[config.mk]
export PLATFORM = sky130hd
export DESIGN_NAME = pulse_width_remote_code_sender_unit
export DESIGN_NICKNAME = d
export VERILOG_FILES = /design/src/hw/rtl/pwrcs_pkg.sv /design/src/hw/rtl/pwrcs_cfg_regs.sv /design/src/hw/rtl/pwrcs_core.sv /design/src/hw/rtl/pwrcs_out_buf.sv /design/src/hw/rtl/pulse_width_remote_code_sender_unit.sv
export VERILOG_INCLUDE_DIRS = /design/src /design/src/hw/rtl
export SDC_FILE = /design/constraint.sdc
export NUM_CORES = 1
export LEC_CHECK = 0
export ABC_AREA = 1
export BUFFER_PORTS_ARGS = -buffer_cell sky130_fd_sc_hd__clkbuf_2
export CAP_MARGIN = 20
export CORE_MARGIN = 5
export CORE_UTILIZATION = 40
export CTS_BUF_LIST = sky130_fd_sc_hd__clkbuf_4 sky130_fd_sc_hd__clkbuf_8
export DETAILED_ROUTE_END_ITERATION = 6
export SYNTH_ARGS = -nofsm -noshare
export SYNTH_HDL_FRONTEND = slang
export SYNTH_SLANG_ARGS = --single-unit
export TNS_END_PERCENT = 1
[constraint.sdc]
create_clock -name clk_i -period 4.9 [get_ports clk_i]
set_input_delay 0.245 -clock clk_i [delete_from_list [all_inputs] [get_ports clk_i]]
set_output_delay 0.245 -clock clk_i [all_outputs]
set_load 0.01 [all_outputs]
[src/hw/rtl/pulse_width_remote_code_sender_unit_defines.svh]
// Assertion macros used by the pulse-width code sender core.
`ifndef PULSE_WIDTH_REMOTE_CODE_SENDER_UNIT_DEFINES_SVH
`define PULSE_WIDTH_REMOTE_CODE_SENDER_UNIT_DEFINES_SVH

// Same-cycle implication, checked while out of reset.
`define PWRCS_ASSERT_IMPL(lbl, clk, rstn, ante, cons) \
  lbl: assert property (@(posedge clk) disable iff (!(rstn)) (ante) |-> (cons)) \
    else $error("pwrcs assertion failed");

// Next-cycle implication, checked while out of reset.
`define PWRCS_ASSERT_NEXT(lbl, clk, rstn, ante, cons) \
  lbl: assert property (@(posedge clk) disable iff (!(rstn)) (ante) |=> (cons)) \
    else $error("pwrcs assertion failed");

`endif

[src/hw/rtl/pwrcs_pkg.sv]
// Types and constants of the pulse-width remote code sender.
package pwrcs_pkg;

  // Configuration register indexes.
  localparam logic [2:0] REG_ADDRESS   = 3'd0;
  localparam logic [2:0] REG_ZERO_LOW  = 3'd1;
  localparam logic [2:0] REG_ZERO_HIGH = 3'd2;
  localparam logic [2:0] REG_ONE_LOW   = 3'd3;
  localparam logic [2:0] REG_ONE_HIGH  = 3'd4;
  localparam logic [2:0] REG_GAP       = 3'd5;
  localparam logic [2:0] REG_REPEAT    = 3'd6;

  // Reset values of the configuration registers.
  localparam logic [31:0] ADDRESS_RST   = 32'd352136;
  localparam logic [15:0] ZERO_LOW_RST  = 16'd810;
  localparam logic [15:0] ZERO_HIGH_RST = 16'd240;
  localparam logic [15:0] ONE_LOW_RST   = 16'd280;
  localparam logic [15:0] ONE_HIGH_RST  = 16'd770;
  localparam logic [15:0] GAP_RST       = 16'd6000;
  localparam logic [7:0]  REPEAT_RST    = 8'd10;

  // Command codes and the bit patterns they send.
  localparam logic [7:0] CMD_ELEVEN = 8'd11;
  localparam logic [7:0] CMD_TEN    = 8'd10;
  localparam logic [7:0] CMD_TWELVE = 8'd12;
  localparam logic [5:0] PAT_ELEVEN = 6'b010000;
  localparam logic [5:0] PAT_TEN    = 6'b010100;
  localparam logic [5:0] PAT_TWELVE = 6'b011000;

  // Input operation codes.
  localparam logic OP_TICK  = 1'b0;
  localparam logic OP_START = 1'b1;

  typedef enum logic [3:0] {
    PH_IDLE = 4'b0001,
    PH_LOW  = 4'b0010,
    PH_HIGH = 4'b0100,
    PH_GAP  = 4'b1000
  } phase_e;

  typedef struct packed {
    logic [15:0] zero_low;
    logic [15:0] zero_high;
    logic [15:0] one_low;
    logic [15:0] one_high;
    logic [15:0] gap;
    logic [7:0]  repeat_cnt;
  } timing_t;

  typedef struct packed {
    logic line_level;
    logic busy_res;
    logic frame_done;
  } result_t;

endpackage

[src/hw/rtl/pwrcs_cfg_regs.sv]
// Configuration register file of the pulse-width code sender.
module pwrcs_cfg_regs import pwrcs_pkg::*; #(
  parameter int ADDRESS_LENGTH = 19,
  parameter int CFG_W          = 19
) (
  input  logic                      clk_i,
  input  logic                      rst_ni,
  input  logic                      cfg_we_i,
  input  logic [2:0]                cfg_index_i,
  input  logic [CFG_W-1:0]          cfg_wdata_i,
  output logic [ADDRESS_LENGTH-1:0] address_o,
  output timing_t                   timing_o
);

  logic [ADDRESS_LENGTH-1:0] address_q;
  timing_t                   timing_q;

  always_ff @(posedge clk_i or negedge rst_ni) begin
    if (!rst_ni) begin
      address_q           <= ADDRESS_RST[ADDRESS_LENGTH-1:0];
      timing_q.zero_low   <= ZERO_LOW_RST;
      timing_q.zero_high  <= ZERO_HIGH_RST;
      timing_q.one_low    <= ONE_LOW_RST;
      timing_q.one_high   <= ONE_HIGH_RST;
      timing_q.gap        <= GAP_RST;
      timing_q.repeat_cnt <= REPEAT_RST;
    end else if (cfg_we_i) begin
      case (cfg_index_i)
        REG_ADDRESS:   address_q           <= cfg_wdata_i[ADDRESS_LENGTH-1:0];
        REG_ZERO_LOW:  timing_q.zero_low   <= cfg_wdata_i[15:0];
        REG_ZERO_HIGH: timing_q.zero_high  <= cfg_wdata_i[15:0];
        REG_ONE_LOW:   timing_q.one_low    <= cfg_wdata_i[15:0];
        REG_ONE_HIGH:  timing_q.one_high   <= cfg_wdata_i[15:0];
        REG_GAP:       timing_q.gap        <= cfg_wdata_i[15:0];
        REG_REPEAT:    timing_q.repeat_cnt <= cfg_wdata_i[7:0];
        default: ;
      endcase
    end
  end

  assign address_o = address_q;
  assign timing_o  = timing_q;

endmodule

[src/hw/rtl/pwrcs_core.sv]
// Symbol sequencer: phase, tick counter, symbol index and repeat counter.
`include "pulse_width_remote_code_sender_unit_defines.svh"

module pwrcs_core import pwrcs_pkg::*; #(
  parameter int ADDRESS_LENGTH = 19,
  parameter int COMMAND_LENGTH = 6
) (
  input  logic                      clk_i,
  input  logic                      rst_ni,
  input  logic                      accept_i,
  input  logic                      operation_i,
  input  logic [7:0]                command_i,
  input  logic [ADDRESS_LENGTH-1:0] address_i,
  input  timing_t                   timing_i,
  output result_t                   result_o
);

  localparam int SYM_W = $clog2(ADDRESS_LENGTH + COMMAND_LENGTH + 1);
  localparam logic [SYM_W-1:0] ADDR_SYMS  = SYM_W'(ADDRESS_LENGTH);
  localparam logic [SYM_W-1:0] ALL_SYMS   = SYM_W'(ADDRESS_LENGTH + COMMAND_LENGTH);
  localparam logic [SYM_W-1:0] ADDR_LAST  = SYM_W'(ADDRESS_LENGTH - 1);
  localparam logic [SYM_W-1:0] ALL_LAST   = SYM_W'(ADDRESS_LENGTH + COMMAND_LENGTH - 1);

  phase_e                    phase_q, phase_d;
  logic [15:0]               tick_q, tick_d;
  logic [SYM_W-1:0]          sym_q, sym_d;
  logic [7:0]                rep_q, rep_d;
  logic [COMMAND_LENGTH-1:0] pat_q, pat_d;
  logic                      present_q, present_d;

  logic [SYM_W-1:0]          addr_sh, cmd_sh, sym_inc, sym_total;
  logic [ADDRESS_LENGTH-1:0] addr_shift;
  logic [COMMAND_LENGTH-1:0] cmd_shift;
  logic                      bit_one;
  logic [15:0]               part_len, len_eff;
  logic [16:0]               tick_inc;
  logic [15:0]               pat_wide;
  logic                      done;

  assign addr_sh    = ADDR_LAST - sym_q;
  assign cmd_sh     = ALL_LAST - sym_q;
  assign addr_shift = address_i >> addr_sh;
  assign cmd_shift  = pat_q >> cmd_sh;
  assign bit_one    = (sym_q < ADDR_SYMS) ? addr_shift[0] : cmd_shift[0];
  assign sym_inc    = sym_q + 1'b1;
  assign sym_total  = present_q ? ALL_SYMS : ADDR_SYMS;
  assign tick_inc   = {1'b0, tick_q} + 17'd1;

  always_comb begin
    case (phase_q)
      PH_LOW:  part_len = bit_one ? timing_i.one_low : timing_i.zero_low;
      PH_HIGH: part_len = bit_one ? timing_i.one_high : timing_i.zero_high;
      default: part_len = timing_i.gap;
    endcase
    len_eff = (part_len == 16'd0) ? 16'd1 : part_len;
  end

  always_comb begin
    case (command_i)
      CMD_ELEVEN: pat_wide = {10'd0, PAT_ELEVEN};
      CMD_TEN:    pat_wide = {10'd0, PAT_TEN};
      CMD_TWELVE: pat_wide = {10'd0, PAT_TWELVE};
      default:    pat_wide = 16'd0;
    endcase
  end

  always_comb begin
    phase_d   = phase_q;
    tick_d    = tick_q;
    sym_d     = sym_q;
    rep_d     = rep_q;
    pat_d     = pat_q;
    present_d = present_q;
    done      = 1'b0;
    if (accept_i) begin
      if (operation_i == OP_START) begin
        if (phase_q == PH_IDLE) begin
          present_d = (command_i == CMD_ELEVEN) || (command_i == CMD_TEN) ||
                      (command_i == CMD_TWELVE);
          pat_d     = pat_wide[COMMAND_LENGTH-1:0];
          rep_d     = (timing_i.repeat_cnt == 8'd0) ? 8'd1 : timing_i.repeat_cnt;
          sym_d     = '0;
          tick_d    = 16'd0;
          phase_d   = PH_LOW;
        end
      end else if (phase_q != PH_IDLE) begin
        tick_d = tick_inc[15:0];
        if (tick_inc >= {1'b0, len_eff}) begin
          tick_d = 16'd0;
          case (phase_q)
            PH_LOW: phase_d = PH_HIGH;
            PH_HIGH: begin
              sym_d   = sym_inc;
              phase_d = (sym_inc >= sym_total) ? PH_GAP : PH_LOW;
            end
            PH_GAP: begin
              sym_d = '0;
              rep_d = rep_q - 8'd1;
              if (rep_q == 8'd1) begin
                phase_d = PH_IDLE;
                done    = 1'b1;
              end else begin
                phase_d = PH_LOW;
              end
            end
            default: phase_d = PH_IDLE;
          endcase
        end
      end
    end
  end

  always_ff @(posedge clk_i or negedge rst_ni) begin
    if (!rst_ni) begin
      phase_q   <= PH_IDLE;
      tick_q    <= 16'd0;
      sym_q     <= '0;
      rep_q     <= 8'd0;
      pat_q     <= '0;
      present_q <= 1'b0;
    end else begin
      phase_q   <= phase_d;
      tick_q    <= tick_d;
      sym_q     <= sym_d;
      rep_q     <= rep_d;
      pat_q     <= pat_d;
      present_q <= present_d;
    end
  end

  assign result_o.line_level = (phase_d == PH_HIGH);
  assign result_o.busy_res   = (phase_d != PH_IDLE);
  assign result_o.frame_done = done;

  // A transmission in progress always has at least one frame left to send.
  `PWRCS_ASSERT_IMPL(a_rep_nonzero, clk_i, rst_ni, phase_q != PH_IDLE, rep_q != 8'd0)
  // While a symbol is on the line its index lies inside the frame.
  `PWRCS_ASSERT_IMPL(a_sym_range, clk_i, rst_ni,
                     phase_q == PH_LOW || phase_q == PH_HIGH, sym_q < sym_total)
  // Ending the last frame returns to idle.
  `PWRCS_ASSERT_NEXT(a_done_idle, clk_i, rst_ni, done, phase_q == PH_IDLE)
  // A start taken while idle begins the first symbol with a cleared counter.
  `PWRCS_ASSERT_NEXT(a_start, clk_i, rst_ni,
                     accept_i && operation_i == OP_START && phase_q == PH_IDLE,
                     phase_q == PH_LOW && tick_q == 16'd0 && sym_q == '0)

endmodule

[src/hw/rtl/pwrcs_out_buf.sv]
// Two-entry result buffer that decouples the output stall from input acceptance.
module pwrcs_out_buf import pwrcs_pkg::*; (
  input  logic    clk_i,
  input  logic    rst_ni,
  input  logic    push_i,
  input  result_t data_i,
  output logic    full_o,
  output logic    out_valid_o,
  input  logic    out_stall_i,
  output result_t data_o
);

  result_t     entry_q [2];
  logic        wr_ptr_q, rd_ptr_q;
  logic [1:0]  count_q, count_d;
  logic        pop;

  assign pop = (count_q != 2'd0) && !out_stall_i;

  always_comb begin
    count_d = count_q;
    if (push_i && !pop) begin
      count_d = count_q + 2'd1;
    end else if (pop && !push_i) begin
      count_d = count_q - 2'd1;
    end
  end

  always_ff @(posedge clk_i or negedge rst_ni) begin
    if (!rst_ni) begin
      wr_ptr_q <= 1'b0;
      rd_ptr_q <= 1'b0;
      count_q  <= 2'd0;
    end else begin
      count_q <= count_d;
      if (push_i) begin
        wr_ptr_q <= ~wr_ptr_q;
      end
      if (pop) begin
        rd_ptr_q <= ~rd_ptr_q;
      end
    end
  end

  always_ff @(posedge clk_i) begin
    if (push_i) begin
      entry_q[wr_ptr_q] <= data_i;
    end
  end

  assign full_o      = (count_q == 2'd2);
  assign out_valid_o = (count_q != 2'd0);
  assign data_o      = entry_q[rd_ptr_q];

endmodule

[src/hw/rtl/pulse_width_remote_code_sender_unit.sv]
// Top level of the pulse-width remote code sender.
//
//  channel  direction  handshake               payload
//  in       input      in_valid_i / in_stall_o   operation_i, command_i
//  out      output     out_valid_o / out_stall_i line_level_o, busy_res_o, frame_done_o
//  cfg      input      cfg_we_i                  cfg_index_i, cfg_wdata_i
//
// Each transaction is processed in the cycle it is accepted; its result is registered
// in the result buffer. One transaction per cycle is sustained while the output is not stalled.
// The result buffer holds two entries; the input stalls only when both are full.
// Reset is asynchronous and active low and leaves the sender idle.
module pulse_width_remote_code_sender_unit import pwrcs_pkg::*; #(
  parameter int ADDRESS_LENGTH = 19,
  parameter int COMMAND_LENGTH = 6,
  localparam int CFG_W         = (ADDRESS_LENGTH > 16) ? ADDRESS_LENGTH : 16
) (
  input  logic             clk_i,
  input  logic             rst_ni,
  input  logic             in_valid_i,
  output logic             in_stall_o,
  input  logic             operation_i,
  input  logic [7:0]       command_i,
  output logic             out_valid_o,
  input  logic             out_stall_i,
  output logic             line_level_o,
  output logic             busy_res_o,
  output logic             frame_done_o,
  input  logic             cfg_we_i,
  input  logic [2:0]       cfg_index_i,
  input  logic [CFG_W-1:0] cfg_wdata_i
);

  logic [ADDRESS_LENGTH-1:0] address;
  timing_t                   timing;
  result_t                   core_res, out_res;
  logic                      accept, buf_full;

  assign in_stall_o = buf_full;
  assign accept     = in_valid_i && !buf_full;

  pwrcs_cfg_regs #(
    .ADDRESS_LENGTH(ADDRESS_LENGTH),
    .CFG_W         (CFG_W)
  ) u_cfg (
    .clk_i      (clk_i),
    .rst_ni     (rst_ni),
    .cfg_we_i   (cfg_we_i),
    .cfg_index_i(cfg_index_i),
    .cfg_wdata_i(cfg_wdata_i),
    .address_o  (address),
    .timing_o   (timing)
  );

  pwrcs_core #(
    .ADDRESS_LENGTH(ADDRESS_LENGTH),
    .COMMAND_LENGTH(COMMAND_LENGTH)
  ) u_core (
    .clk_i      (clk_i),
    .rst_ni     (rst_ni),
    .accept_i   (accept),
    .operation_i(operation_i),
    .command_i  (command_i),
    .address_i  (address),
    .timing_i   (timing),
    .result_o   (core_res)
  );

  pwrcs_out_buf u_out (
    .clk_i      (clk_i),
    .rst_ni     (rst_ni),
    .push_i     (accept),
    .data_i     (core_res),
    .full_o     (buf_full),
    .out_valid_o(out_valid_o),
    .out_stall_i(out_stall_i),
    .data_o     (out_res)
  );

  assign line_level_o = out_res.line_level;
  assign busy_res_o   = out_res.busy_res;
  assign frame_done_o = out_res.frame_done;

endmodule

=== Word-level counts from Yosys, hierarchy flattened ===
Memories as Yosys holds them, arrays and structs flattened.
Cells that the tools add are included.

* Add/subtract/negate cells: 7
* Multipliers: 0
* Div/mod/pow operators: 0
* Magnitude comparators: 3
* Eq/ne operators: 19
* Shift-type cells: 2
* Multiplexer cells: 40
* Bitwise logic cells: 2
* Reductions and logical operators: 30

{| class="wikitable"
|+ Operators with widths
! kind !! count
|-
| $mux W16 || 7
|-
| $mux W8 || 6
|-
| $pmux W16 S2 || 1
|-
| $mux W4 || 7
|-
| $eq A8 B4 Y1 const B || 3
|-
| $mux W5 || 4
|-
| $shr A19 B5 Y1 || 1
|-
| $add A16 B1 Y17 const B || 1
|-
| $ge A17 B16 Y1 || 1
|-
| $logic_not A16 Y1 || 1
|-
| $pmux W5 S3 || 1
|-
| $reduce_and A2 Y1 || 7
|-
| $pmux W4 S3 || 1
|-
| $pmux W5 S2 || 1
|-
| $reduce_and A5 Y1 || 2
|-
| $reduce_bool A2 Y1 || 5
|-
| $sub A5 B5 Y5 const A || 2
|-
| $eq A3 B3 Y1 const B || 3
|-
| $mux W1 || 9
|-
| $eq A4 B3 Y1 const B || 2
|-
| $eq A8 B1 Y1 const B || 1
|-
| $logic_not A8 Y1 || 1
|-
| $ne A4 B1 Y1 const B || 2
|-
| $sub A8 B1 Y8 const B || 1
|-
| 21 further kinds || 33
|}

* Register bits after elaboration: 151
* Latch bits: 0
* RAM bits: 6
* Memory bits (read-only): 0
* Memories: 1

{| class="wikitable"
|+ Memories
! memory !! words !! width !! read ports !! clocked after Yosys merged registers in !! write ports !! RTL line !! RTL
|-
| u_out.entry_q || 2 || 3 || 1 || 0 || 1 || pwrcs_out_buf.sv:13 || <nowiki>result_t entry_q [2];</nowiki>
|}

=== Depth between registers and ports, before layout ===
* Depth after elaboration: 13
* Gate-level depth with buffers: 33
* Depth with buffers taken out: 30

=== Hierarchy ===
A second synthesis with hierarchy kept.

* Cells, all modules: 1,178
* Area total of the unflattened synthesis: 8,832.2 um^2

{| class="wikitable"
|+ By module, submodules not included
! module !! times used !! cells each !! area an instance (um^2) !! sequential area each (um^2)
|-
| pwrcs_cfg_regs || 1 || 472 || 4,262.8 || 2,720.1
|-
| pwrcs_core || 1 || 660 || 4,122.7 || 927.1
|-
| pwrcs_out_buf || 1 || 44 || 436.7 || 280.3
|-
| pulse_width_remote_code_sender_unit || 1 || 2 || 10.0 || 0.0
|}

=== Least setup slack after synthesis ===
No wires, ideal clock.

* Kind: reg2reg
* Start point: register u_core.sym_q[0]
* End point: register u_core.rep_q[6]
* Library setup time: 0.076 ns
* Data arrival time: 3.753 ns
* Required time: 4.824 ns
* Path slack: 1.070 ns
* Stages on the path, launching flop included: 27
* Buffers on the path: 4
* Path through: dfrtp_1 -> inv_2 -> buf_6 -> ha_1 -> buf_2 -> nor2_1 -> nand2_1 -> nand2_1 -> a21oi_1 -> nor2_2 -> nand3_4 -> buf_4 -> nand3b_1 -> nand3_1 -> nand3_1 -> inv_1 -> ha_1 -> inv_1 -> nor3_1 -> nor3b_1 -> nand3b_1 -> nand3_4 -> nor2_8 -> nor3_2 -> buf_2 -> nand2_1 -> o21ai_1

* Longest elaborated chain between the ends: 10
* Elaborated cells on any way between the ends: 14

{| class="wikitable"
|+ RTL lines
! what !! RTL line !! RTL
|-
| start: declaration || pwrcs_core.sv:26 || <nowiki>logic [SYM_W-1:0] sym_q, sym_d;</nowiki>
|-
| start signal: assignment || pwrcs_core.sv:124 || <nowiki>sym_q <= sym_d;</nowiki>
|-
| $sub A5 B5 Y5, on equally long branches || pwrcs_core.sv:40, pwrcs_core.sv:41 ||
|-
| $shr A19 B5 Y1 / $shr A6 B5 Y1 (equally long branches) || pwrcs_core.sv:42, pwrcs_core.sv:43 ||
|-
| $mux W1 * || pwrcs_core.sv:44 || <nowiki>assign bit_one = (sym_q < ADDR_SYMS) ? addr_shift[0] : cmd_shift[0];</nowiki>
|-
| $mux W16, on equally long branches || pwrcs_core.sv:52, pwrcs_core.sv:51 ||
|-
| $pmux W16 S2 * || pwrcs_core.sv:50 || <nowiki>case (phase_q)</nowiki>
|-
| $logic_not A16 Y1 || pwrcs_core.sv:55 || <nowiki>len_eff = (part_len == 16'd0) ? 16'd1 : part_len;</nowiki>
|-
| $mux W16 * || pwrcs_core.sv:55 ||
|-
| $ge A17 B16 Y1 * || pwrcs_core.sv:88 || <nowiki>if (tick_inc >= {1'b0, len_eff}) begin</nowiki>
|-
| $reduce_bool A2 Y1 (no line) * || -- ||
|-
| $reduce_and A5 Y1 (no line) * || -- ||
|-
| end signal: assignment || pwrcs_core.sv:125 || <nowiki>rep_q <= rep_d;</nowiki>
|-
| end: declaration || pwrcs_core.sv:27 || <nowiki>logic [7:0] rep_q, rep_d;</nowiki>
|}

Mark *: on every way between the ends. The rest lies on a longest branch, timed or not.
A chain may end at the register's enable or synchronous reset.

=== Worst setup path in the final report ===
* Start point: register u_core.sym_q[0]
* End point: register u_core.sym_q[4]

* Longest elaborated chain between the ends: 10
* Elaborated cells on any way between the ends: 19

{| class="wikitable"
|+ RTL lines
! what !! RTL line
|-
| $sub A5 B5 Y5, on equally long branches || pwrcs_core.sv:40, pwrcs_core.sv:41
|-
| $shr A19 B5 Y1 / $shr A6 B5 Y1 (equally long branches) || pwrcs_core.sv:42, pwrcs_core.sv:43
|-
| $mux W1 || pwrcs_core.sv:44
|-
| $mux W16, on equally long branches || pwrcs_core.sv:52, pwrcs_core.sv:51
|-
| $pmux W16 S2 || pwrcs_core.sv:50
|-
| $logic_not A16 Y1 || pwrcs_core.sv:55
|-
| $mux W16 || pwrcs_core.sv:55
|-
| $ge A17 B16 Y1 || pwrcs_core.sv:88
|-
| $reduce_bool A2 Y1 (no line) || --
|-
| $reduce_and A5 Y1 (no line) || --
|}

Several ways; a longest one is shown, not always the timed one. The select of a mux whose other input is x is not followed.

==> out/results.ini <==
[floorplan]
io_pins=41
core_area_um2=21000
die_area_um2=24300
die_x_um=156
die_h_um=156
start_util_pct=40.6
rows=53

[timing]
hold_violations=0
worstMarginPinSlew_ps=1080
fin_crit_ps=4420
slew_viol_final=0
finalClockSkew_ps=16.9
setup_tns_ps=0
layout_worst_path_cycle_share_pct=90.2
rsz0062_at_grt=false
setup_viol=0
whs_ps=68.9
fmax_mhz=226
slew_headroom_pct=27.8

[yosys]
synth-simple-area-share_pct=27.5
synth_enable_flop_cells=6
muxShareOfSynthArea_pct=0.132
synth_xor_area_share_pct=1.85
synth_compound_area_share_pct=10.9
synth_top_family_by_area=simple AND/OR/NAND/NOR gates
yosysUniqueCellTypes=41
synthCells=1093
ys_ff_latch=154
synth_ff_type=dfrtp_1
syn_area_um2=8500
yosys.area_share.adder_pct=3.83
async_reset_ff_share_pct=96.1
synth_area_per_cell_um2=7.78
yosys_warnings=0
synth_fp_nets=1155
yosysSeqAreaShare_pct=46.2

[clocking]
cts_setup_buffers=0
h-tree-depth=4
cts_tree=built
clock-sinks=154
clkSlewWorstSetupHoldPaths_ps=80
cts_root_buf=clkbuf_8
cts_buffers=17
clockBufferDepth=2
worstSkewPairLatency_ps=470

[power_and_ir_drop]
p_leak_nw=4.66
vdd_ir_drop_max_mv=0.337
power_per_cell_area_nw_per_um2=559
p_total_mw=5.29

[drt]
drt_iter0_markers=519
dr.pass1.iters=5
postRouteAntennaNets=0
vias=7036
routed_via_density=4.97
wirelength_um=20300
route.detailed.drc=0
wl_per_cell_um=14.4

[grt]
grt_antenna_before_repair=0
grt_max_degree=104
grt_usage_pct=17.5
grt_pass1_wl_um=34100
grt_overflow=0
grt_pass1_vias=6556

[layout]
filler_cell_count=2149
fin_nets=1190
mostFrequentLayoutCells=287 x nand2_1, 154 x inv_1, 137 x o21ai_0
layout_commonest_cell=nand2_1
drive_gt1_share_pct=12.9
antenna_cells=0
regArea_um2=3930
area_growth_pct=11.2
utilization_pct=45.1
multiInputGateArea_um2=3780

[worst_setup_path]
worst_setup_path_start_kind=flop
crit_buf_inv=3
critPathSlowestCell=dfrtp_1
critPathMaxFanout=20
cp_slowest_stage_delay_ps=390
cp.arrival_ps=4770
crit_type=reg -> reg
critPathRequiredTime_ps=5250
cp-end-kind=flop
crit_chain=inv_2, ha_1, nor2_1, nand2_1, nand2_1, a21oi_1, nor2_2, nand3_4, buf_4, nand3_1, nand3_1, nand3_1, inv_1, ha_1, nand2_1, nor3_1, nor3b_1, nand3b_1, nand3_4, nor2_8, or2_4, o31ai_1
crit_family=simple AND/OR/NAND/NOR gates

[run_status]
status=completed

[place]
io_buffers=40
routabilityCongestion=0.831
dp_hpwl_um=14000

[flow_run]
maxCapViolCount=0

[min_path]
min_path_type=in -> reg

## cell type report
type,count,area share (%)
flip-flops and latches,154,41.5
multi-input cells,738,40.0
inverters,159,6.31
repair buffers,58,4.46
well taps,275,3.64
clock buffers,20,2.84
clock inverters,12,1.20
## cells by family after synthesis
logic type,Yosys count
buf+inv,201
compound gates,178
flops,154
simple gates,515
xor+xnor,18
mux,1
fa+ha+maj,26
## state kept, by name, indices dropped and copies added (netlist names)
| register | flops |
|---|---|
| u_cfg.timing_o | 88 |
| u_cfg.address_o | 19 |
| u_core.tick_q | 16 |
| u_core.rep_q | 8 |
| u_out.entry_q | 6 |
| u_core.sym_q | 5 |
| u_core.phase_q | 4 |
| u_core.pat_q | 3 |
| u_out.count_q | 2 |
| u_core.present_q | 1 |
| u_out.rd_ptr_q | 1 |
| u_out.wr_ptr_q | 1 |
## where the power goes
group	total [mW]	internal [mW]	switching, mW
clock network	0.952	0.439	0.513
registers	1.81	1.61	0.198
logic	2.52	0.851	1.67
## routing by layer
metal	wire length (um)	track usage, %	vias to the layer above	part of all wire, %
li1	-	-	3591	-
met1	9910	25.1	3292	49
met2	9430	27.2	131	46
met3	698	3.47	22	3.4
met4	314	4.75	0	1.5
met5	0	0	-	0
## through the flow
step,std cells,worst slack (ps),cell area (um^2)
after floorplan,1093,1070,8500
after global placement,1375,368,8910
after detailed placement,1375,345,8910
after CTS,1412,324,9340
after global routing,1416,24.0,9460
final,1416,481,9460
## tightest hold or removal path: cells and delay by family
family / cells / cell delay [ps]
AO/OA/AOI/OAI: 1 / 50
buffers and inverters: 1 / 90
AND/OR/NAND/NOR: 2 / 100
## final timing paths
check                           depth (start not counted)                  to          startpoint  slack [ps]
worst max-delay path                                   22     u_core.sym_q[4]     u_core.sym_q[0]         480
worst min-delay path                                    4     u_core.pat_q[2]        command_i[2]          70
worst max register to register                         22     u_core.sym_q[4]     u_core.sym_q[0]         480
worst min register to register                          2  u_cfg.timing_o[74]  u_cfg.timing_o[74]         490
max in group asynchronous                               3   u_core.phase_q[2]              rst_ni        3210
min in group asynchronous                               2  u_cfg.address_o[6]              rst_ni         430
## synthesized netlist by cell type, types with 8 or more instances
| master | number | area, um^2 |
|---|---|---|
| buf_2 | 8 | 40.0 |
| nand2_1 | 287 | 1080 |
| nor2_1 | 55 | 206 |
| inv_1 | 154 | 578 |
| ha_1 | 26 | 325 |
| dfrtp_1 | 113 | 2830 |
| dfstp_2 | 35 | 920 |
| nand3b_1 | 27 | 203 |
| nand4_1 | 8 | 50.1 |
| o21ai_0 | 137 | 686 |
| clkbuf_1 | 25 | 93.8 |
| a21oi_1 | 18 | 90.1 |
| o21ai_1 | 10 | 50.1 |
| nor3_1 | 14 | 70.1 |
| xor2_1 | 16 | 140 |
| nand3_1 | 100 | 500 |
## timing repair
action,CTS,global route
gates resized for setup,0,3
hold endpoints to repair,80,0
endpoints found under the setup margin,0,13
hold buffers,5,0
Power figures use the tool's default switching activity.
